$ cat src/hdl/afp_pkg.sv
// ---------------------------------------------------------------------------
// afp_pkg: shared types and constants of the rectangle placer
// Register indexes, mode and alignment codes, default field widths and the
// flag group that travels down the pipeline.
// ---------------------------------------------------------------------------
package afp_pkg;

   localparam int COORD_BITS_DEF = 32;
   localparam int FRAC_BITS_DEF  = 16;
   localparam int CSR_IDX_BITS   = 2;
   localparam int CSR_DATA_BITS  = 2;

   typedef enum logic [CSR_IDX_BITS-1:0] {
      REG_FIT_MODE   = 2'd0,
      REG_SIZE_LIMIT = 2'd1,
      REG_X_ALIGN    = 2'd2,
      REG_Y_ALIGN    = 2'd3
   } reg_index_type;

   typedef enum logic [1:0] {
      FIT_MIN     = 2'd0,
      FIT_FILL    = 2'd1,
      FIT_STRETCH = 2'd2
   } fit_mode_type;

   typedef enum logic [1:0] {
      ALIGN_START  = 2'd0,
      ALIGN_END    = 2'd1,
      ALIGN_CENTRE = 2'd2
   } align_type;

   localparam int LIMIT_MAX_ONE = 0;
   localparam int LIMIT_MIN_ONE = 1;

   typedef struct packed {
      logic skip;
      logic sat;
   } flags_type;

endpackage

$ cat src/hdl/afp_place.sv
// ---------------------------------------------------------------------------
// afp_place: alignment and output register
// Place each axis in the destination, saturate, and select the pass-through
// cases for a zero source or stretch mode.
// ---------------------------------------------------------------------------
module afp_place #(
   parameter int COORD_BITS = afp_pkg::COORD_BITS_DEF
) (
   input  logic                         clock,
   input  logic                         reset,
   input  logic                         en,
   input  logic                         stretch,
   input  afp_pkg::align_type           x_align,
   input  afp_pkg::align_type           y_align,
   input  logic                         in_valid,
   input  logic [8*COORD_BITS-1:0]      in_side,
   input  afp_pkg::flags_type           in_flags,
   input  logic [COORD_BITS-1:0]        in_w,
   input  logic [COORD_BITS-1:0]        in_h,
   output logic                         out_valid,
   output logic signed [COORD_BITS-1:0] out_x,
   output logic signed [COORD_BITS-1:0] out_y,
   output logic [COORD_BITS-1:0]        out_w,
   output logic [COORD_BITS-1:0]        out_h,
   output logic                         out_skipped,
   output logic                         out_saturated
);

   localparam int W = COORD_BITS;

   logic signed [W:0]   diff_x, diff_y;
   logic signed [W+1:0] off_x, off_y, pos_x, pos_y;
   logic                sat_x, sat_y;
   logic [W-1:0]        px, py;

   logic         valid_ff;
   logic [W-1:0] x_ff, x_in, y_ff, y_in, w_ff, w_in, h_ff, h_in;
   logic         skip_ff, skip_in, sat_ff, sat_in;

   always_comb begin
      diff_x = $signed({1'b0, in_side[6*W +: W]}) - $signed({1'b0, in_w});
      diff_y = $signed({1'b0, in_side[7*W +: W]}) - $signed({1'b0, in_h});
      case (x_align)
         afp_pkg::ALIGN_START: off_x = '0;
         afp_pkg::ALIGN_END:   off_x = (W+2)'(diff_x);
         default:              off_x = (W+2)'(diff_x >>> 1);
      endcase
      case (y_align)
         afp_pkg::ALIGN_START: off_y = '0;
         afp_pkg::ALIGN_END:   off_y = (W+2)'(diff_y);
         default:              off_y = (W+2)'(diff_y >>> 1);
      endcase
      pos_x = (W+2)'($signed(in_side[4*W +: W])) + off_x;
      pos_y = (W+2)'($signed(in_side[5*W +: W])) + off_y;
      sat_x = (pos_x[W+1:W-1] != '0) && (pos_x[W+1:W-1] != '1);
      sat_y = (pos_y[W+1:W-1] != '0) && (pos_y[W+1:W-1] != '1);
      px = sat_x ? {pos_x[W+1], {(W-1){~pos_x[W+1]}}} : pos_x[W-1:0];
      py = sat_y ? {pos_y[W+1], {(W-1){~pos_y[W+1]}}} : pos_y[W-1:0];

      if (in_flags.skip) begin
         x_in = in_side[0*W +: W];
         y_in = in_side[1*W +: W];
         w_in = in_side[2*W +: W];
         h_in = in_side[3*W +: W];
         skip_in = 1'b1;
         sat_in  = 1'b0;
      end else if (stretch) begin
         x_in = in_side[4*W +: W];
         y_in = in_side[5*W +: W];
         w_in = in_side[6*W +: W];
         h_in = in_side[7*W +: W];
         skip_in = 1'b0;
         sat_in  = 1'b0;
      end else begin
         x_in = px;
         y_in = py;
         w_in = in_w;
         h_in = in_h;
         skip_in = 1'b0;
         sat_in  = in_flags.sat | sat_x | sat_y;
      end
   end

   always_ff @(posedge clock) begin
      if (reset) begin
         valid_ff <= 1'b0;
      end else if (en) begin
         valid_ff <= in_valid;
      end
   end

   always_ff @(posedge clock) begin
      if (en) begin
         x_ff    <= x_in;
         y_ff    <= y_in;
         w_ff    <= w_in;
         h_ff    <= h_in;
         skip_ff <= skip_in;
         sat_ff  <= sat_in;
      end
   end

   assign out_valid     = valid_ff;
   assign out_x         = $signed(x_ff);
   assign out_y         = $signed(y_ff);
   assign out_w         = w_ff;
   assign out_h         = h_ff;
   assign out_skipped   = skip_ff;
   assign out_saturated = sat_ff;

endmodule

$ cat config.mk
export PLATFORM = sky130hd
export DESIGN_NAME = afp_place
export DESIGN_NICKNAME = d
export VERILOG_FILES = /design/src/hdl/afp_pkg.sv /design/src/hdl/afp_place.sv
export SDC_FILE = /design/constraint.sdc
export NUM_CORES = 1
export LEC_CHECK = 0
export BUFFER_PORTS_ARGS = -buffer_cell sky130_fd_sc_hd__buf_2
export CAP_MARGIN = 30
export CORE_UTILIZATION = 35
export DETAILED_ROUTE_END_ITERATION = 8
export GPL_ROUTABILITY_DRIVEN = 0
export PLACE_DENSITY = 0.58
export RECOVER_POWER = 25
export REMOVE_ABC_BUFFERS = 1
export SLEW_MARGIN = 25
export SYNTH_ARGS = -nofsm -noshare
export SYNTH_HDL_FRONTEND = slang
export SYNTH_SLANG_ARGS = --single-unit
$ cat constraint.sdc
create_clock -name clock -period 5.5 [get_ports clock]
set_input_delay 0 -clock clock [delete_from_list [all_inputs] [get_ports clock]]
set_output_delay 0 -clock clock [all_outputs]
set_load 0.005 [all_outputs]
# Word-level counts from Yosys, hierarchy flattened
# Cells that the tools add are included.
classes:
  n_mux: 13
  n_addsub: 4
  reduce_logical: 7
  bitwise: 4
  n_eq_ne: 4
op_table:
  columns: ["op", "count"]
  rows:
  - ["two-way mux 32 bit", 10]
  - ["case mux 34 bit (2 select lines)", 2]
  - ["adder 32 x 34 -> 34 bit", 2]
  - ["subtractor 32 x 32 -> 33 bit", 2]
  - ["!= test 3 bit, second input constant", 2]
  - ["nonzero test 3 bit", 2]
  - ["equality test 2 x 1 -> 1 bit, second input constant", 2]
  - ["zero test 2 bit", 2]
  - ["logical AND 1 bit", 2]
  - ["NOT 1 bit", 2]
  - ["bitwise OR 1 bit", 2]
  - ["OR reduction 2 bit", 1]
  - ["two-way mux 1 bit", 1]
totals:
  wordCells: 39
  output_inout_bits: 131
  inputBits: 331
  reg_bits: 131

# Depth between registers and ports, before layout
logic_depth:
  depth_word: 8
  ltp_mapped: 27
  mapped_depth_nobuf: 24

# Least setup slack after synthesis
# No wires, ideal clock.
synth_timing:
  kind: "input to register"
  startpoint: "in in_side[192]"
  endpoint: "reg x_ff[10] (netlist: out_x[10]) (data pin)"
  n_path_buf: 1
  setup_slack_ns: 0.571
  setup_ns: 0.146
  arrival_time_ns: 4.783
  stages: 24
  required_ns: 5.354
  path_cell_list: "inv_1 > ha_1 > fa_1 > nor2b_1 > o31a_1 > o22ai_1 > o311a_1 > or2_2 > o311ai_1 > nor2_1 > xnor2_1 > a22o_1 > ha_1 > and3_1 > a221o_1 > a21o_1 > a31oi_1 > mux2i_1 > a21oi_1 > a41oi_2 > a21o_1 > clkbuf_1 > nand2_1 > a21oi_1"
synth_via:
  elab_chain_len: 8
  elab_cells_between_ends: 10
  cone_classes: "2 x add/sub; 1 x eq/ne; 4 x mux; 1 x bitwise; 2 x reduce/logical"
synth_lines:
  columns: ["item", "line_no", "source"]
  rows:
  - ["from (decl)", "afp_place.sv:16", "input logic [8*COORD_BITS-1:0] in_side,"]
  - ["subtractor 32 x 32 -> 33 bit *", "afp_place.sv:41", "diff_x = $signed({1'b0, in_side[6*W +: W]}) - $signed({1'b0, in_w});"]
  - ["case mux 34 bit (2 select lines) *", "afp_place.sv:43", "case (x_align)"]
  - ["adder 32 x 34 -> 34 bit *", "afp_place.sv:53", "pos_x = (W+2)'($signed(in_side[4*W +: W])) + off_x;"]
  - ["!= test 3 bit or nonzero test 3 bit (tied branches)", "afp_place.sv:55", "sat_x = (pos_x[W+1:W-1] != '0) && (pos_x[W+1:W-1] != '1);"]
  - ["logical AND 1 bit", "afp_place.sv:55", null]
  - ["two-way mux 32 bit *", "afp_place.sv:57", "px = sat_x ? {pos_x[W+1], {(W-1){~pos_x[W+1]}}} : pos_x[W-1:0];"]
  - ["two-way mux 32 bit *", "afp_place.sv:67", "end else if (stretch) begin"]
  - ["two-way mux 32 bit *", "afp_place.sv:60", "if (in_flags.skip) begin"]
  - ["named net x_in[10]", "afp_place.sv:37", "logic [W-1:0] x_ff, x_in, y_ff, y_in, w_ff, w_in, h_ff, h_in;"]
  - ["to (signal assigned)", "afp_place.sv:94", "x_ff <= x_in;"]
  - ["to (decl)", "afp_place.sv:37", null]
# Mark *: on every way through the listed nets, which the timed path passes. The rest lies on a longest branch.
# A chain may end at the register's enable or synchronous reset.

# Worst setup path after layout
layout_timing:
  startpoint: "in in_side[224]"
  endpoint: "reg y_ff[0] (netlist: out_y[0]) (data pin)"
layout_via:
  elab_chain_len: 8
  elab_cells_between_ends: 10
  cone_classes: "2 x add/sub; 1 x eq/ne; 4 x mux; 1 x bitwise; 2 x reduce/logical"
layout_lines:
  columns: ["item", "line_no", "source"]
  rows:
  - ["subtractor 32 x 32 -> 33 bit *", "afp_place.sv:42", "diff_y = $signed({1'b0, in_side[7*W +: W]}) - $signed({1'b0, in_h});"]
  - ["case mux 34 bit (2 select lines) *", "afp_place.sv:48", "case (y_align)"]
  - ["adder 32 x 34 -> 34 bit *", "afp_place.sv:54", "pos_y = (W+2)'($signed(in_side[5*W +: W])) + off_y;"]
  - ["!= test 3 bit or nonzero test 3 bit (tied branches)", "afp_place.sv:56", "sat_y = (pos_y[W+1:W-1] != '0) && (pos_y[W+1:W-1] != '1);"]
  - ["logical AND 1 bit", "afp_place.sv:56", null]
  - ["two-way mux 32 bit *", "afp_place.sv:58", "py = sat_y ? {pos_y[W+1], {(W-1){~pos_y[W+1]}}} : pos_y[W-1:0];"]
  - ["two-way mux 32 bit *", "afp_place.sv:67", null]
  - ["two-way mux 32 bit *", "afp_place.sv:60", null]
  - ["named net y_in[0]", "afp_place.sv:37", null]
  - ["to (signal assigned)", "afp_place.sv:95", "y_ff <= y_in;"]
  - ["to (decl)", "afp_place.sv:37", null]
# Marks and branches as above.

==> impl_metrics.yaml <==
timing:
  fmaxAchievable_mhz: 189.1
  worst_slew_margin_relative_to_its_limit_pct: 39.65
  worst_clock_skew_ns: 0
  worst_slew_pin_slew_ns: 0.9053
  hold_viol: 0
  rsz_0062_raised_after_global_routing: "yes"
  finalWorstPathRequiredPeriod_ns: 5.289
  slew_viol_final: 0
  finalSetupViolCount: 0
  timing.final.crit_share_pct: 96.16
synth:
  number_of_instances_in_the_synthesized_netlist: 1645
  dominantRegCellSynth: "sky130_fd_sc_hd__edfxtp_1"
  ys_ff_latch: 131
  synth_enable_flop_cells: 130
  postSynth.asyncResetShare_pct: 0
  synth_cell_type_count: 83
  synth.cell_area_mm2: 0.01395
  seq_area_frac_synth_pct: 28.14
  syn_area_per_cell_um2: 8.478
  synth.yosys.warnings: 0
pwr:
  post-layout-total-power_w: 0.005117
  power_leakage_nw: 9.391
  peakVddDrop_mv: 0.2358
  power_per_cell_area_mw_per_mm2: 254.3
clock_network:
  ctsHtreeMaxLevel: 4
  tritoncts: "done"
  tritoncts_num_sinks: 131
  clk_pin_slew_worst_paths_ns: 0.07
  clockBufferDepth: 2
  clk_latency_ns: 0.47
  cts_inserted_buffers: 17
  clockRootBuffer: "sky130_fd_sc_hd__clkbuf_16"
worst_setup_path:
  required_ns: 5.72
  crit_fanout: 22
  startpoint_type: "input port"
  worst-setup-path-type: "in2reg"
  crit_path_frequent_cell: "sky130_fd_sc_hd__a21oi_1"
  critical-path-max-stage-delay_ns: 0.55
  critical_path.endpoint_type: "flip-flop"
  crit_arrival_ns: 5.51
  critical_path.slowest_cell: "sky130_fd_sc_hd__dlygate4sd3_1"
cells_and_area:
  sequential_cell_area_mm2: 0.003924
  finalNetCount: 2800
  fill_cells: 3737
  highest_count_cells_in_the_layout_ignoring_fill_and_taps: "sky130_fd_sc_hd__buf_2 (451), sky130_fd_sc_hd__dlygate4sd3_1 (251), sky130_fd_sc_hd__nand2_1 (206)"
  final_util_pct: 51.58
  final_cell_count_no_fill: 2864
  post_route_cells_drive_above_1_share_pct: 24.40
  finalInstanceArea_mm2: 0.02012
  most_common_cell_after_layout_fill_and_taps_aside: "sky130_fd_sc_hd__buf_2"
  area.growth.synth_to_final_pct: 44.27
  multiInputGateArea_mm2: 0.009497
drt:
  post_drt_antenna_nets: 0
  number_of_detailed_route_iterations_in_the_first_pass: 5
  dr_total_vias: 15230
  routed_length_per_instance_um: 17.79
  count_of_routing_violations_after_the_opening_detailed_route_iteration: 736
  drt-vias-per-instance: 5.318
  drc: 0
  wl_um: 50960
run:
  max-cap-violations: 0
die:
  num_rows: 72
  die_height_um: 201.6
  effective_utilization_at_floorplan_pct: 35.75
  die_w_um: 201.6
  num_io_pins: 462
  design.die.area_mm2: 0.04065
  coreArea_mm2: 0.03901
place:
  placed_cells_incl_taps: 2575
  post_place_instance_area_mm2: 0.01682
  port_buffers: 461
  dp.final_hpwl_um: 38300
worst_hold_path:
  timing.hold.worst.class: "in2reg"
global_route:
  pin_count_of_the_biggest_net_entering_global_routing: 83
  initial_antenna_violation_count: 5
  grt_overflow: 0
  grt_first_pass_wirelength_um: 78720
  first_global_vias: 15300
  groute.usage.overall_pct: 24.39
status:
  status: "finished, final reports clean"
-- synthesized netlist by cell type (4+ instances only) --
cell	count	area, µm²
sky130_fd_sc_hd__a21oi_1	155	775.7
sky130_fd_sc_hd__xnor2_1	74	648.1
sky130_fd_sc_hd__o21bai_1	13	97.59
sky130_fd_sc_hd__o21ai_0	136	680.7
sky130_fd_sc_hd__o21ai_1	9	45.04
sky130_fd_sc_hd__buf_1	4	15.01
sky130_fd_sc_hd__a211oi_1	18	135.1
sky130_fd_sc_hd__o21a_1	22	165.2
sky130_fd_sc_hd__a21boi_0	5	37.54
sky130_fd_sc_hd__nand2b_1	7	43.79
sky130_fd_sc_hd__buf_2	8	40.04
sky130_fd_sc_hd__nand2_1	208	780.8
sky130_fd_sc_hd__inv_1	94	352.8
sky130_fd_sc_hd__mux2i_1	71	710.7
sky130_fd_sc_hd__nand3_1	21	105.1
sky130_fd_sc_hd__ha_1	134	1677
sky130_fd_sc_hd__o211ai_1	12	90.09
sky130_fd_sc_hd__nor4_1	5	31.28
sky130_fd_sc_hd__o31a_1	4	35.03
sky130_fd_sc_hd__and3_1	16	100.1
sky130_fd_sc_hd__a21oi_2	13	113.9
sky130_fd_sc_hd__clkbuf_1	55	206.5
sky130_fd_sc_hd__nand4_1	13	81.33
sky130_fd_sc_hd__nor2_1	63	236.5
sky130_fd_sc_hd__a31oi_1	12	75.07
sky130_fd_sc_hd__a22o_1	50	437.9
sky130_fd_sc_hd__nor3_1	16	80.08
sky130_fd_sc_hd__xor2_1	36	315.3
sky130_fd_sc_hd__o22ai_1	64	400.4
sky130_fd_sc_hd__o31ai_1	7	52.55
sky130_fd_sc_hd__nor2b_1	15	93.84
sky130_fd_sc_hd__and2_1	10	62.56
sky130_fd_sc_hd__or2_2	5	31.28
sky130_fd_sc_hd__a21o_1	59	442.9
sky130_fd_sc_hd__edfxtp_1	130	3904
sky130_fd_sc_hd__fa_1	4	80.08
-- per-layer routing --
layer  wire [µm]  global-route usage [%]  share of wire (%)
met2       25980                   44.95                 51
met5          23                       0              0.045
met3        2820                   4.794                5.5
met1       20700                   27.62                 41
met4        1430                   8.847                2.8
-- kinds of logic after synthesis --
group                      share of synthesized area [%]
and+or+nand+nor                                    12.59
muxes                                              5.096
AOI/OAI and AO/OA                                  29.90
DFF                                                28.14
xor gates and xnor gates                           6.908
adders and majority gates                          12.60
buffers and inverters                              4.773
-- registers in the layout, indices dropped and copies added (netlist names) --
register       flops
out_h             32
out_w             32
out_y             32
out_valid          1
out_x             32
out_saturated      1
out_skipped        1
-- worst paths after layout --
path,from,end,slack [ns],cells past startpoint
hold / removal,in_side[41],out_y[9],0.0002,3
setup / recovery,in_side[224],out_y[0],0.21,27
hold reg to reg,out_valid,out_valid,1.06,3
setup reg to reg,out_valid,out_valid,4.35,3
-- power by group --
group / internal (W) / total (W) / switching [W]
clock: 0.000726 / 0.00126 / 0.000537
sequential: 0.00125 / 0.00128 / 0.0000335
combinational: 0.00116 / 0.00257 / 0.00140
-- per-stage QoR --
stage / setup TNS (ns) / worst slack (ns) / hold slack [ns]
6_report: 0 / 0.2113 / 0.0001847
5_1_grt: -0.1065 / -0.1065 / 0.001403
4_1_cts: 0 / 0.1125 / 0.001955
3_5_place_dp: 0 / 0.06723 / 0.1668
3_3_place_gp: 0 / 0.1468 / 0.1600
2_1_floorplan: 0 / 0.2698 / 0.07238
-- worst max-delay path, delay by kind of cell --
| kind | cells | cell delay [ns] |
|---|---|---|
| xor gates and xnor gates | 1 | 0.10 |
| and+or+nand+nor | 4 | 0.84 |
| buffers and inverters | 5 | 1.09 |
| AOI/OAI and AO/OA | 14 | 2.67 |
| adders and majority gates | 3 | 0.76 |
-- cell type report --
type | count | area share (%)
tap | 518 | 3.221
clock inverter | 15 | 0.9764
inverter | 95 | 1.772
clock buffer | 17 | 2.114
timing repair buffer | 738 | 25.19
multi-input combinational | 1348 | 47.20
sequential | 131 | 19.50
antenna | 2 | 0.02488
-- timing repair --
item / in CTS / in global routing
hold buffers: 251 / 0
buffers inserted: 0 / 4
setup endpoints to repair: 0 / 3
gates resized for setup: 0 / 30
endpoints found under the hold margin: 128 / 0
Power figures use the tool's default switching activity.
