===== src/hdl/afp_pkg.sv =====
// ---------------------------------------------------------------------------
// afp_pkg: shared types and constants of the rectangle placer
// Register indexes, mode and alignment codes, default field widths and the
// flag group that travels down the pipeline.
// ---------------------------------------------------------------------------
package afp_pkg;

   localparam int COORD_BITS_DEF = 32;
   localparam int FRAC_BITS_DEF  = 16;
   localparam int CSR_IDX_BITS   = 2;
   localparam int CSR_DATA_BITS  = 2;

   typedef enum logic [CSR_IDX_BITS-1:0] {
      REG_FIT_MODE   = 2'd0,
      REG_SIZE_LIMIT = 2'd1,
      REG_X_ALIGN    = 2'd2,
      REG_Y_ALIGN    = 2'd3
   } reg_index_type;

   typedef enum logic [1:0] {
      FIT_MIN     = 2'd0,
      FIT_FILL    = 2'd1,
      FIT_STRETCH = 2'd2
   } fit_mode_type;

   typedef enum logic [1:0] {
      ALIGN_START  = 2'd0,
      ALIGN_END    = 2'd1,
      ALIGN_CENTRE = 2'd2
   } align_type;

   localparam int LIMIT_MAX_ONE = 0;
   localparam int LIMIT_MIN_ONE = 1;

   typedef struct packed {
      logic skip;
      logic sat;
   } flags_type;

endpackage


===== src/hdl/afp_div_cell.sv =====
// ---------------------------------------------------------------------------
// afp_div_cell: one quotient bit of the two scale dividers
// Restoring step for both axes; hands remainder, quotient and the word's
// fields to the next cell.
// ---------------------------------------------------------------------------
module afp_div_cell #(
   parameter int COORD_BITS = afp_pkg::COORD_BITS_DEF,
   parameter int FRAC_BITS  = afp_pkg::FRAC_BITS_DEF,
   parameter int IDX        = 0
) (
   input  logic                             clock,
   input  logic                             reset,
   input  logic                             en,
   input  logic                             in_valid,
   input  logic [8*COORD_BITS-1:0]          in_side,
   input  logic [COORD_BITS-1:0]            in_rem_x,
   input  logic [COORD_BITS-1:0]            in_rem_y,
   input  logic [COORD_BITS+FRAC_BITS-1:0]  in_qx,
   input  logic [COORD_BITS+FRAC_BITS-1:0]  in_qy,
   output logic                             out_valid,
   output logic [8*COORD_BITS-1:0]          out_side,
   output logic [COORD_BITS-1:0]            out_rem_x,
   output logic [COORD_BITS-1:0]            out_rem_y,
   output logic [COORD_BITS+FRAC_BITS-1:0]  out_qx,
   output logic [COORD_BITS+FRAC_BITS-1:0]  out_qy
);

   localparam int W  = COORD_BITS;
   localparam int QW = COORD_BITS + FRAC_BITS;
   localparam int QB = QW - 1 - IDX;

   logic [W-1:0]  src_w, src_h, dst_w, dst_h;
   logic          bit_x, bit_y;
   logic [W:0]    trial_x, trial_y, diff_x, diff_y;
   logic          ge_x, ge_y;

   logic          valid_ff;
   logic [8*W-1:0] side_ff;
   logic [W-1:0]  rem_x_ff, rem_x_in, rem_y_ff, rem_y_in;
   logic [QW-1:0] qx_ff, qx_in, qy_ff, qy_in;

   assign src_w = in_side[2*W +: W];
   assign src_h = in_side[3*W +: W];
   assign dst_w = in_side[6*W +: W];
   assign dst_h = in_side[7*W +: W];

   if (IDX < W) begin : g_num
      assign bit_x = dst_w[W-1-IDX];
      assign bit_y = dst_h[W-1-IDX];
   end else begin : g_zero
      assign bit_x = 1'b0;
      assign bit_y = 1'b0;
   end

   always_comb begin
      trial_x = {in_rem_x, bit_x};
      trial_y = {in_rem_y, bit_y};
      diff_x  = trial_x - {1'b0, src_w};
      diff_y  = trial_y - {1'b0, src_h};
      ge_x    = trial_x >= {1'b0, src_w};
      ge_y    = trial_y >= {1'b0, src_h};
      rem_x_in = ge_x ? diff_x[W-1:0] : trial_x[W-1:0];
      rem_y_in = ge_y ? diff_y[W-1:0] : trial_y[W-1:0];
      qx_in = in_qx;
      qy_in = in_qy;
      qx_in[QB] = ge_x;
      qy_in[QB] = ge_y;
   end

   always_ff @(posedge clock) begin
      if (reset) begin
         valid_ff <= 1'b0;
      end else if (en) begin
         valid_ff <= in_valid;
      end
   end

   always_ff @(posedge clock) begin
      if (en) begin
         side_ff  <= in_side;
         rem_x_ff <= rem_x_in;
         rem_y_ff <= rem_y_in;
         qx_ff    <= qx_in;
         qy_ff    <= qy_in;
      end
   end

   assign out_valid = valid_ff;
   assign out_side  = side_ff;
   assign out_rem_x = rem_x_ff;
   assign out_rem_y = rem_y_ff;
   assign out_qx    = qx_ff;
   assign out_qy    = qy_ff;

endmodule


===== config.mk =====
export PLATFORM = sky130hd
export DESIGN_NAME = afp_div_cell
export DESIGN_NICKNAME = d
export VERILOG_FILES = /design/src/hdl/afp_pkg.sv /design/src/hdl/afp_div_cell.sv
export SDC_FILE = /design/constraint.sdc
export NUM_CORES = 1
export LEC_CHECK = 0
export BUFFER_PORTS_ARGS = -buffer_cell sky130_fd_sc_hd__buf_2
export CAP_MARGIN = 40
export CELL_PAD_IN_SITES_DETAIL_PLACEMENT = 0
export CELL_PAD_IN_SITES_GLOBAL_PLACEMENT = 2
export CORE_AREA = 2 2 323 325
export DETAILED_ROUTE_END_ITERATION = 6
export DIE_AREA = 0 0 325 327
export PLACE_DENSITY = 0.5
export SETUP_SLACK_MARGIN = 0.15
export SLEW_MARGIN = 20
export SYNTH_ARGS = -nofsm -noshare
export SYNTH_HDL_FRONTEND = slang
export SYNTH_SLANG_ARGS = --single-unit

===== constraint.sdc =====
create_clock -name clock -period 4 [get_ports clock]
set_input_delay 0.2 -clock clock [delete_from_list [all_inputs] [get_ports clock]]
set_output_delay 0.2 -clock clock [all_outputs]
set_load 0.02 [all_outputs]

After elaboration in Yosys (flattened, before gate mapping)
Index checks and enable logic that the tools add are counted.
- flip-flop bits (word level): 417
- bits of input ports: 420
- output and inout bits: 417
- logic and storage cells: 12
- $add $sub $neg: 2
- order comparisons: 2
- muxes and demuxes: 2
- operators by type and width (cell ; number):
    33-bit by 32-bit >= comparator with 1-bit output ; 2
    32-bit two-way mux ; 2
    32-bit subtractor ; 2

Logic depth before layout (Yosys ltp)
Gate-level depths: netlist of the first run.
- depth after elaboration: 2
- gate-level depth with buffers: 14
- depth with buffers taken out: 12

Worst setup path before layout of the first run
Ideal clock, no wire load.
- path kind: input -> register
- from: input port in_side[223]
- to: register rem_x_ff[30] (netlist: out_rem_x[30]), data pin
- library setup time: 263 ps
- arrival: 2455 ps
- required time: 3737 ps
- setup slack: 1282 ps
- cell stages on the path: 12
- buffers on the path: 0
- path through: inv_1 ha_1 fa_1 nand2b_1 a211oi_1 o31ai_1 a31o_2 o221a_2 o21ai_1 a21oi_1 nor4bb_1 a2111o_1
- cells in the longest elaborated chain, start to end: 2
- elaborated cells between the ends (all ways): 3
- classes of those cells: add/sub (1); order compare (1); mux (1)
- ends and longest elaborated chain (item ; RTL line ; text):
    from (decl) ; afp_div_cell.sv:15 ; input logic [8*COORD_BITS-1:0] in_side,
    32-bit subtractor or 33-bit by 32-bit >= comparator with 1-bit output (tied branches) ; afp_div_cell.sv:58, afp_div_cell.sv:60 ;
    32-bit two-way mux (*) ; afp_div_cell.sv:62 ; rem_x_in = ge_x ? diff_x[W-1:0] : trial_x[W-1:0];
    net rem_x_in[30] ; afp_div_cell.sv:39 ; logic [W-1:0] rem_x_ff, rem_x_in, rem_y_ff, rem_y_in;
    to (signal assigned) ; afp_div_cell.sv:81 ; rem_x_ff <= rem_x_in;
    to (decl) ; afp_div_cell.sv:39 ;
Mark *: on every way through the listed nets, which the timed path passes. The rest lies on a longest branch.
A chain may end at the register's enable or synchronous reset.

Worst setup path after layout of the first run
- from: input port in_side[69]
- to: register rem_x_ff[30] (netlist: out_rem_x[30]), data pin
Same word-level chain as after synthesis.

==> results of run 1 <==
-- registers in the layout (all words and copies together), names as in the netlist --
| name | cells |
|---|---|
| out_rem_y | 32 |
| out_qy | 48 |
| out_rem_x | 32 |
| out_qx | 48 |
| out_side | 256 |
| out_valid | 1 |
-- report_power, final --
part / internal [mW] / switching [mW]
registers: 5.28 / 0.146
clock network: 2.79 / 2.01
logic: 1.01 / 1.57
-- kinds of logic (layout without fill, tap and decap cells) --
kind of cell	after synthesis	in the layout	synth area share
AOI/OAI and AO/OA	254	254	0.0967
xor gates and xnor gates	56	56	0.0290
adders and majority gates	66	66	0.0497
buffers and inverters	102	1433	0.0249
DFF	417	417	0.739
muxes	13	13	0.00968
other	0	5	0
and+or+nand+nor	189	189	0.0511
-- cell usage after synthesis, types with 5 or more instances --
master,n
ha_1,64
nand4_1,10
and3_1,9
mux2_4,5
nand2b_1,5
nand3_1,9
mux2_2,7
nor2_1,57
nand2_1,70
nor2b_1,6
xor2_1,23
clkbuf_1,16
a21o_1,46
o21bai_1,8
edfxtp_1,416
o21ai_0,56
a211oi_1,10
nor3_1,7
a21oi_1,85
o21ai_1,5
a31oi_1,5
inv_1,77
xnor2_1,33
-- critical path, delay by kind of cell --
family                     cells  cell delay, ps
AOI/OAI and AO/OA              7            2160
buffers and inverters          3             880
and+or+nand+nor                2             220
adders and majority gates      1             350
-- final cells by class --
type | instances | area, sq um | area share
Clock inverter | 36 | 384 | 0.0134
Tap cell | 1380 | 1730 | 0.0601
Multi-Input combinational cell | 578 | 4010 | 0.140
Clock buffer | 60 | 1330 | 0.0463
Inverter | 77 | 289 | 0.0101
Sequential cell | 417 | 12500 | 0.436
Antenna cell | 5 | 12.5 | 0.000436
Timing Repair Buffer | 1260 | 8460 | 0.295
-- per-layer routing --
layer	part of all wire	track usage	wire, microns
met1	0.44	0.195	36200
met5	0.00016	0	13
met3	0.074	0.0428	6130
met2	0.47	0.242	38300
met4	0.021	0.0379	1710
-- through the flow --
| stage | cell area, sq um | hold slack (ps) | power [mW] | cells |
|---|---|---|---|---|
| detailed placement | 22900 | 366 | 7.78 | 3300 |
| CTS | 28700 | 3.79 | 13.1 | 3808 |
| global placement | 22900 | 361 | 7.80 | 3300 |
| floorplan | 16900 | 272 | 6.63 | 1097 |
| finish | 28700 | 78.4 | 12.8 | 3813 |
| global route | 28700 | 10.6 | 13.4 | 3810 |
-- path summary, 6_finish.rpt --
check	startpoint	endpoint	slack [ps]	depth (start not counted)
setup reg to reg	out_valid	out_valid	2880	3
hold reg to reg	out_valid	out_valid	1030	3
hold / removal	in_rem_y[22]	out_rem_y[23]	80	3
setup / recovery	in_side[69]	out_rem_x[30]	540	13
==> impl_summary.md, run 1 <==
Outcome
The run finished with clean final reports.

Timing
The max-slew violation total from the final report is 0. Setup repair after global routing left no endpoint under its margin. Measured against its own limit, the worst slew margin works out to 0.514. Setup total negative slack on the finished layout was measured at 0 ps. The final critical-path setup slack is 544 ps. For the pin with the worst max-slew slack, the measured transition is 728 ps. The clock period minus final worst setup slack is 3460 ps. Static timing analysis puts the maximum clock frequency at 289 MHz.

The largest clock skew in the final design is 0 ps. Setup violations remaining at the end of the flow were counted as 0. The final number of hold-violating endpoints is 0. The share of the clock period used by the worst path is 0.864.

Place
Before CTS, the worst setup slack after placement is 544 ps. The number of buffers inserted by port buffering is 834. Summed over all nets, the half-perimeter wirelength after detailed placement is 66600 microns. The placer congestion estimate is 0.959.

Global route
The number of global-route vias before repair is 15300. The first global-routing pass estimated 114000 microns of wire. Entering global routing, the biggest net connects 97 pins. The total routing usage reported by global routing is 0.149.

After global routing the overflow that remains totals 0. The number of antenna violations at the first check in global routing is 13.

Worst setup path
The critical path is of the in -> reg type. Traced cell by cell, the critical path runs through dlygate4sd3_1, buf_2, inv_1, ha_1, a211oi_2, o21bai_1, o31ai_2, nor3_1, o21ai_2, o21ai_1, a31oi_4, nor3_1, a2111o_1. By instance count, the cell type seen most on the critical path is nor3_1.

Of all nets on the critical path, the largest fanout is 24. The type of element launching the critical path is an input pin. The arrival time of the worst setup path is 3830 ps. STA classifies the critical path endpoint as a register.

The peak per-stage delay on the critical path is 680 ps. The required time at the endpoint of the critical path is 4370 ps. The slowest stage of the critical path belongs to the cell dlygate4sd3_1.

Synthesis
The number of distinct standard cells referenced by the synthesized netlist is 63. The Yosys step of the flow raised 0 warnings. The synthesized flop and latch total is 417.

The largest total area in the synthesized netlist belongs to edfxtp_1. The fraction of synthesis flops using an asynchronous set or reset pin is 0. After technology mapping, the gate count stands at 1097. The total nets after synthesis is 1583.

In this run, synthesis inferred 416 flip-flops with an integrated enable. The average cell area after synthesis is 15.4 sq um. In the synthesized netlist the dominant register cell turns out to be edfxtp_1. Ranked by total cell area, the synthesized netlist is headed by edfxtp_1, ha_1, a21oi_1. Of the post-synthesis cell area, the dominant cell type holds 0.738. The synthesized area is 0.0169 sq mm. Of the synthesized area, sequential elements account for 0.739.

Clocking
Clock tree synthesis selected as its root buffer the cell clkbuf_16. No sink is reached through more buffers than the 3 on the longest clock path. In this run the number of H-tree levels came out at 2. The post-cts resize count is 0. TritonCTS built the clock tree. The clock reaches the later pin of the worst-skew pair after 620 ps. Post-CTS timing repair inserted 0 buffers for setup. The quantity of hold-fixing buffers added after cts is 412.

The clock net in this run drives a total of 417 sinks. The number of buffers created by CTS is 51. Clock-pin slew was measured on the worst setup and hold paths at 60 ps.

Cells and area
The relative area change from synthesis to final layout is 69.7%. The net count reported at finish is 2871. Once layout is complete, the utilization of the core stands at 0.279. Leaving out fill and tap cells, the most frequent cell in the layout is buf_2. The share of layout cells above drive strength 1 is 0.395. The layout has 10800 filler cells. In the layout the commonest cells are buf_2, edfxtp_1, dlygate4sd3_1.

Routing
Detailed routing inserted a total of 14400 vias. The detail route stage leaves a number of antenna-violating nets equal to 0. After detailed routing, the average wire length per cell comes to 21.6 microns. The violation count after the first detailed-route iteration is 973. Summed over all layers, the routed wires come to 82400 microns. The pre-antenna-repair detailed-routing pass consisted of 5 iterations. In the routed layout, each cell is associated on average with a via count of 3.78. The final routed DRC violation total is 0.

Floorplan
The number of placement rows is 118. The die covers 0.106 sq mm. The overall die height is 327 microns. The initial utilization of the core area, before any placement, comes to 0.165. The die is 325 microns wide. After floorplanning, the core was sized to cover 0.103 sq mm.

The I/O pin total is 837.

Power
The leakage power total is 12.2 nW. The power density of the placed cells is 446 mW/mm^2. The peak supply drop is 0.298 mV.

Min path
The classification of the worst-slack hold path is in -> reg.

Run
The max-cap violation count is 0.
No activity file was read; power rests on OpenSTA's default activity.
==> run 2, diff against run 1 <==
--- a/config.mk
+++ b/config.mk
@@ -12,7 +12,7 @@
 export CORE_AREA = 2 2 323 325
 export DETAILED_ROUTE_END_ITERATION = 6
 export DIE_AREA = 0 0 325 327
-export PLACE_DENSITY = 0.5
+export PLACE_DENSITY = 0.62
 export SETUP_SLACK_MARGIN = 0.15
 export SLEW_MARGIN = 20
 export SYNTH_ARGS = -nofsm -noshare
==> run 2 against run 1 <==
Net effect:
- worst hold slack got worse by 23 ps
- global-route usage fell by 0.26 points
- highest routed layer unchanged
- sequential share of layout area barely moved
==> impl_summary.md, run 2 (same netlist as run 1, synthesis figures left out) <==
Outcome
Result of the run: completed (unchanged).

Clocking
The maximum buffer depth of the clock tree was 3 (unchanged). The TritonCTS sink count came to 417 (unchanged). The count of buffers added by post-CTS timing repair for setup is 0 (unchanged). The count of H-tree levels built during CTS is 2 (unchanged). The master cell of the clock root buffer is clkbuf_16 (unchanged). The worst-skew pair later-pin latency is 610 ps (was 620 ps). The CTS tree is yes (unchanged). The number of buffers created by CTS is 50 (was 51).

The clock transition time at the flip-flop clock pins of the worst setup and hold paths is 60 ps (about the same).

Worst setup path
The type of the worst setup path is in -> reg (unchanged). The capturing element type of the critical path is a register (unchanged). The maximum net fanout on the critical path is 5 (was 24). The required time at the endpoint of the critical path came to 4340 ps (was 4370 ps). The type of element launching the critical path is an input pin (unchanged). The arrival time of the worst setup path is 3880 ps (was 3830 ps).

Cells and area
The finished layout cell area is 0.0287 sq mm (about the same). The net count reported at finish is 2875 (was 2871). Commonest non-fill, non-tap cells in the layout: buf_2, edfxtp_1, dlygate4sd3_1 (unchanged). The relative area change from synthesis to final layout is 69.7% (about the same). The flip-flop count of the largest register, all copies and words added is 256 (unchanged).

The fill cell total of the finished layout is 10700 (was 10800). The final core utilization is 0.279 (about the same). The share of layout cells above drive strength 1 is 0.393 (was 0.395). The most common cell after layout, fill and taps aside is buf_2 (unchanged).

Floorplan
The number of placement rows is 118 (unchanged). The area of the die is 0.106 sq mm (unchanged). The I/O pin total was 837 (unchanged). The core box area is 0.103 sq mm (unchanged).

The overall die height is 327 microns (unchanged). The effective utilization at floorplan came to 0.165 (unchanged). The width of the die is 325 microns (unchanged).

Place
The estimated wirelength of the detail-placed design is 64800 microns (was 66600 microns). The placer congestion estimate is 0.936 (was 0.959). The worst-case setup slack after placement is 443 ps (was 544 ps). The number of buffers inserted by port buffering is 834 (unchanged). The post-place instance area was 0.0229 sq mm (about the same).

Power
The peak supply drop was 0.313 mV (was 0.298 mV). The leakage power total came to 12.2 nW (about the same). The power density of the placed cells is 442 mW/mm^2 (was 446 mW/mm^2).

Routing
The detail-routed via count per cell was 3.81 (was 3.78). The violation count after the first detailed-route iteration is 954 (was 973). The overall via count from detail_route came to 14500 (was 14400). The final routed DRC violation total was 0 (unchanged). The iteration count of the initial detailed-routing pass came to 5 (unchanged). The average routed wire per standard cell is 21.2 microns (was 21.6 microns).

The total length of routed wires is 80900 microns (was 82400 microns). The post-detailed-route count of antenna-violating nets came to 0 (unchanged).

Timing
The largest clock skew in the final design is 0 ps (unchanged). The clock period minus final worst setup slack came to 3540 ps (was 3460 ps). The max-slew violation total from the final report is 0 (unchanged). The transition time at the pin with the least slew margin was 763 ps (was 728 ps).

The final critical-path setup slack is 461 ps (was 544 ps). The achievable clock frequency is 283 MHz (was 289 MHz). RSZ-0062 raised after global routing: false (unchanged). The number of setup violations in the final report is 0 (unchanged).

The share of the clock period used by the worst path was 0.885 (was 0.864). The setup TNS is 0 ps (unchanged). The normalized max-slew margin came to 0.491 (was 0.514). The final number of hold-violating endpoints came to 0 (unchanged).

Global route
The final global-route overflow total is 0 (unchanged). The first-pass GRT wire length was 113000 microns (was 114000 microns). The total routing usage reported by global routing came to 0.146 (was 0.149). The number of antenna violations at the first check in global routing is 21 (was 13). The largest net degree at the start of global routing is 86 (was 97). The number of global-route vias before repair is 15500 (was 15300).

Min path
The classification of the worst-slack hold path is in -> reg (unchanged).

Run
The max-cap violation count is 0 (unchanged).
==> run 2: cell types whose count changed in the layout (fill, tap and decap cells not counted), moves of 2 or more <==
| cell | delta |
|---|---|
| clkinv_2 | -7 |
| buf_4 | +3 |
| inv_6 | -3 |
| clkbuf_1 | +2 |
| clkbuf_16 | -2 |
| clkinv_4 | +2 |
| diode_2 | +2 |
| dlygate4sd3_1 | +2 |
==> run 2: routing by layer <==
| layer | vias up | GRT usage | routed length [microns] |
|---|---|---|---|
| met1 | 7092 | 0.182 | 33800 |
| met5 | - | 0 | 88 |
| met4 | 14 | 0.0500 | 2490 |
| met3 | 113 | 0.0638 | 8460 |
| met2 | 580 | 0.227 | 36100 |
| li1 | 6728 | - | - |
==> run 2: final timing paths <==
check / from / cells past startpoint / to / slack [ps]
worst min-delay path: en / 1 / out_side[98] / 60
worst max-delay path: in_side[69] / 14 / out_rem_x[28] / 460
worst max register to register: out_valid / 3 / out_valid / 2870
worst min register to register: out_valid / 3 / out_valid / 1040
==> run 2: repair_timing <==
item                                    CTS  global route
resized for setup                         0             0
endpoints found under the setup margin    0             0
hold buffers                            414             0
hold endpoints to repair                415             0
==> run 2: area by class of cell <==
| type | instances | area [sq um] | share of cell area |
|---|---|---|---|
| inverter | 77 | 289 | 0.0101 |
| multi-input combinational | 578 | 4010 | 0.139 |
| clock inverter | 30 | 370 | 0.0129 |
| clock buffer | 61 | 1300 | 0.0453 |
| sequential | 417 | 12500 | 0.435 |
| antenna | 7 | 17.5 | 0.000610 |
| tap | 1380 | 1730 | 0.0601 |
| timing repair buffer | 1265 | 8510 | 0.296 |
==> run 2: stage by stage <==
step / cells / total power, mW / hold WS (ps)
floorplan: 1097 / 6.63 / 272
global placement: 3302 / 7.75 / 365
finish: 3815 / 12.7 / 55.4
global route: 3813 / 13.2 / 76.6
CTS: 3808 / 12.9 / 104
detailed placement: 3303 / 7.75 / 368
==> run 2: critical path, cell delays in order <==
cell,delay [ps]
dlygate4sd3_1,610
buf_2,160
inv_1,40
ha_1,350
a211oi_2,300
o21bai_1,280
o31ai_1,390
nand2_1,200
a21oi_1,350
o21ai_0,130
buf_4,170
a211oi_1,440
xor2_1,170
o21ai_0,80
==> run 2: report_power, final <==
| group | switching, mW | internal (mW) | leakage [nW] | total (mW) |
|---|---|---|---|---|
| Clock | 1.96 | 2.72 | 0.794 | 4.68 |
| Combinational | 1.57 | 1.02 | 7.36 | 2.59 |
| Sequential | 0.134 | 5.29 | 4.08 | 5.42 |
| Total | 3.67 | 9.02 | 12.2 | 12.7 |
==> run 3, diff against run 2 <==
--- a/config.mk
+++ b/config.mk
@@ -5,14 +5,15 @@
 export SDC_FILE = /design/constraint.sdc
 export NUM_CORES = 1
 export LEC_CHECK = 0
+export ABC_AREA = 1
 export BUFFER_PORTS_ARGS = -buffer_cell sky130_fd_sc_hd__buf_2
 export CAP_MARGIN = 40
 export CELL_PAD_IN_SITES_DETAIL_PLACEMENT = 0
 export CELL_PAD_IN_SITES_GLOBAL_PLACEMENT = 2
-export CORE_AREA = 2 2 323 325
+export CORE_AREA = 2 2 321 323
 export DETAILED_ROUTE_END_ITERATION = 6
-export DIE_AREA = 0 0 325 327
-export PLACE_DENSITY = 0.62
+export DIE_AREA = 0 0 323 325
+export PLACE_DENSITY = 0.69
 export SETUP_SLACK_MARGIN = 0.15
 export SLEW_MARGIN = 20
 export SYNTH_ARGS = -nofsm -noshare
==> run 3 against run 2 <==
Net effect:
- count of clock-buffer cells in the layout decreased by 2
- synthesized area increased by 12%
- core utilization increased by 2.4 points
- worst hold slack improved by 72 ps
- via count increased by 18%
- largest cell class unchanged
- highest routed layer unchanged
==> impl_summary.md, run 3 <==
Power
The leakage power total is 14.3 nW (was 12.2 nW). The power density of the placed cells was 428 mW/mm^2 (was 442 mW/mm^2). The peak supply drop is 0.295 mV (was 0.313 mV).

Worst setup path
The arrival time of the worst setup path is 2830 ps (was 3880 ps). The worst-case reg-to-reg path depth is 3 (unchanged). The required time at the endpoint of the critical path was 4370 ps (was 4340 ps). The type of the worst setup path is in -> reg (unchanged). The slowest library cell on the worst path is dlygate4sd3_1 (unchanged). The peak per-stage delay on the critical path was 550 ps (was 610 ps). Cell chain of the critical path: dlygate4sd3_1, buf_2, inv_1, ha_1, nand2_1, inv_1, nand2_1, nand2_1, inv_1, nand2_1, inv_1, nand2_2, nand2_2, nand2_4, nand3_1, nand2_1 (was dlygate4sd3_1, buf_2, inv_1, ha_1, a211oi_2, o21bai_1, o31ai_1, nand2_1, a21oi_1, o21ai_0, buf_4, a211oi_1, xor2_1, o21ai_0). The type of element launching the critical path is an input pin (unchanged). The capturing element type of the critical path is a register (unchanged).

The category of cells accounting for the largest share of critical-path delay was simple AND/OR/NAND/NOR gates (was compound AO/OA/AOI/OAI gates). The instance count on the critical path was 16 (was 14). The count of buffering cells on the critical path with inverters included is 6 (was 4). The cell repeated most along the worst path is nand2_1 (was o21ai_0). The maximum net fanout on the critical path is 35 (was 5).

Clocking
The number of buffers created by CTS came to 53 (was 50). The maximum buffer depth of the clock tree is 3 (unchanged). The clock transition time at the flip-flop clock pins of the worst setup and hold paths came to 60 ps (about the same). The master cell of the clock root buffer is clkbuf_16 (unchanged). The count of buffers added by post-CTS timing repair for setup came to 0 (unchanged). The TritonCTS sink count was 417 (unchanged). The count of H-tree levels built during CTS is 2 (unchanged).

The CTS tree is yes (unchanged). The worst-skew pair later-pin latency was 640 ps (was 610 ps).

Routing
The post-detailed-route count of antenna-violating nets is 0 (unchanged). The total length of routed wires was 97800 microns (was 80900 microns). The overall via count from detail_route is 17200 (was 14500). The average routed wire per standard cell is 22.0 microns (was 21.2 microns).

The violation count after the first detailed-route iteration is 1202 (was 954). The final routed DRC violation total is 0 (unchanged). The iteration count of the initial detailed-routing pass came to 7 (was 5). The detail-routed via count per cell was 3.86 (was 3.81).

Floorplan
The number of placement rows is 117 (was 118). The effective utilization at floorplan was 0.186 (was 0.165). The I/O pin total is 837 (unchanged).

The width of the die is 323 microns (was 325 microns). The core box area is 0.101 sq mm (was 0.103 sq mm). The area of the die is 0.105 sq mm (was 0.106 sq mm). The overall die height was 325 microns (was 327 microns).

Cells and area
The most common cell after layout, fill and taps aside was buf_2 (unchanged). The net count reported at finish was 3507 (was 2875). The relative area change from synthesis to final layout is 62.9% (was 69.7%). The share of layout cells above drive strength 1 is 0.323 (was 0.393).

Commonest non-fill, non-tap cells in the layout: buf_2, nand2_1, edfxtp_1 (was buf_2, edfxtp_1, dlygate4sd3_1). The final standard cell count with taps included and fillers excluded is 4452 (was 3815). The flip-flop count of the largest register, all copies and words added is 256 (unchanged).

Global route
The total routing usage reported by global routing is 0.181 (was 0.146). The number of antenna violations at the first check in global routing is 48 (was 21). The number of global-route vias before repair is 17700 (was 15500). The largest net degree at the start of global routing came to 86 (unchanged). The first-pass GRT wire length is 133000 microns (was 113000 microns). The final global-route overflow total is 0 (unchanged).

Synthesis
The dominant cell type by area after synthesis was edfxtp_1 (unchanged). Post-synth top cells: nand2_1, edfxtp_1, inv_1, nand3_1, nor2_1 (was edfxtp_1, a21oi_1, inv_1, nand2_1, ha_1). Largest cells by area after synthesis: edfxtp_1, nand2_1, inv_1 (was edfxtp_1, ha_1, a21oi_1). The average cell area after synthesis is 11.0 sq um (was 15.4 sq um).

The fraction of synthesis flops using an asynchronous set or reset pin was 0 (unchanged). The number of standard cells after synthesis was 1723 (was 1097). The number of enable-type register cells in the synthesized netlist is 416 (unchanged). The most instantiated flip-flop cell in the synthesis netlist was edfxtp_1 (unchanged). The synthesized area came to 0.0189 sq mm (was 0.0169 sq mm). The synthesis warning total is 0 (unchanged). The area share of the leading cell type in the synthesized netlist is 0.662 (was 0.738). The synthesized flop and latch total was 417 (unchanged). The total nets after synthesis is 2209 (was 1583). The number of distinct standard cells referenced by the synthesized netlist is 31 (was 63).

The leading cell type by number of instances after synthesis was nand2_1 (was edfxtp_1). The register area share after synthesis is 0.663 (was 0.739).

Place
The estimated wirelength of the detail-placed design is 79200 microns (was 64800 microns). The placer congestion estimate is 0.994 (was 0.936). The number of buffers inserted by port buffering is 834 (unchanged). The number of cells after detailed placement is 3920 (was 3303).

Timing
The clock period minus final worst setup slack came to 2460 ps (was 3540 ps). The share of the clock period used by the worst path is 0.616 (was 0.885). The max-slew violation total from the final report is 0 (unchanged).

The setup TNS is 0 ps (unchanged). The transition time at the pin with the least slew margin was 900 ps (was 763 ps). RSZ-0062 raised after global routing: false (unchanged).

The final number of hold-violating endpoints came to 0 (unchanged). The number of setup violations in the final report was 0 (unchanged). The achievable clock frequency is 406 MHz (was 283 MHz). The largest clock skew in the final design was 0 ps (unchanged).

The normalized max-slew margin was 0.400 (was 0.491).

Min path
The number of cells on the worst hold path is 1 (unchanged). The classification of the worst-slack hold path is in -> reg (unchanged).

Run
The max-cap violation count was 0 (unchanged).

Outcome
Result of the run: completed (unchanged).
==> run 3: cell count changes in the layout (fill, tap and decap cells not counted), moves of 13 or more <==
cell,before,now
xnor2_1,33,2
nand3_1,9,105
nand3_2,0,27
a21oi_1,85,39
nand2_1,70,547
inv_1,77,301
a21o_1,46,4
o21ai_0,56,4
nor2_1,57,76
diode_2,7,20
nand3b_1,1,24
==> run 3: timing repair <==
| item | CTS | global route |
|---|---|---|
| hold buffers | 414 | 0 |
| endpoints found under the hold margin | 415 | 0 |
| gates resized for setup | 0 | 0 |
==> run 3: cells by family (layout without fill, tap and decap cells) <==
kind of cell	Yosys count	in the layout	share of synthesized area
and+or+nand+nor	840	840	0.197
DFF	417	417	0.663
buffers and inverters	324	1665	0.0690
adders and majority gates	66	66	0.0445
AOI/OAI and AO/OA	47	47	0.0130
xor gates and xnor gates	28	28	0.0130
muxes	1	1	0.000530
other	0	20	0
==> run 3: area by class of cell <==
cell class	count	area [sq um]
Timing Repair Buffer	1263	8490
Tap cell	1368	1710
Clock buffer	59	1350
Multi-Input combinational cell	982	5060
Sequential cell	417	12500
Fill cell	10800	70600
Inverter	304	1140
Antenna cell	20	50.0
Clock inverter	39	432
==> run 3: stage by stage <==
stage          worst slack (ps)  power, mW  hold slack, ps   util  instance area [sq um]
6_report                   1540       13.2             127  0.304                  30800
5_1_grt                    1270       13.8             136  0.303                  30700
4_1_cts                    1490       13.4             118  0.303                  30700
3_5_place_dp               1350       7.94             367  0.245                  24800
3_3_place_gp               1370       7.93             362  0.245                  24800
2_1_floorplan              2190       6.73             272      -                  18900
==> run 3: report_power, final <==
group	total (mW)	internal (mW)	leakage, nW	switching, mW
Clock	4.97	2.89	0.850	2.07
Combinational	2.77	0.991	9.42	1.78
Sequential	5.43	5.28	4.08	0.150
==> run 3: final timing paths <==
kind / start / end / slack [ps]
worst max-delay path: in_side[112] / out_rem_y[28] / 1540
worst max register to register: out_valid / out_valid / 2850
worst min register to register: out_valid / out_valid / 1070
worst min-delay path: en / out_side[90] / 130
==> run 3: layer usage <==
metal	wire length, microns	vias to the layer above	global-route usage
li1	-	8272	-
met1	42200	8142	0.240
met2	43600	633	0.285
met3	9230	122	0.0530
met4	2550	24	0.0508
met5	163	-	0
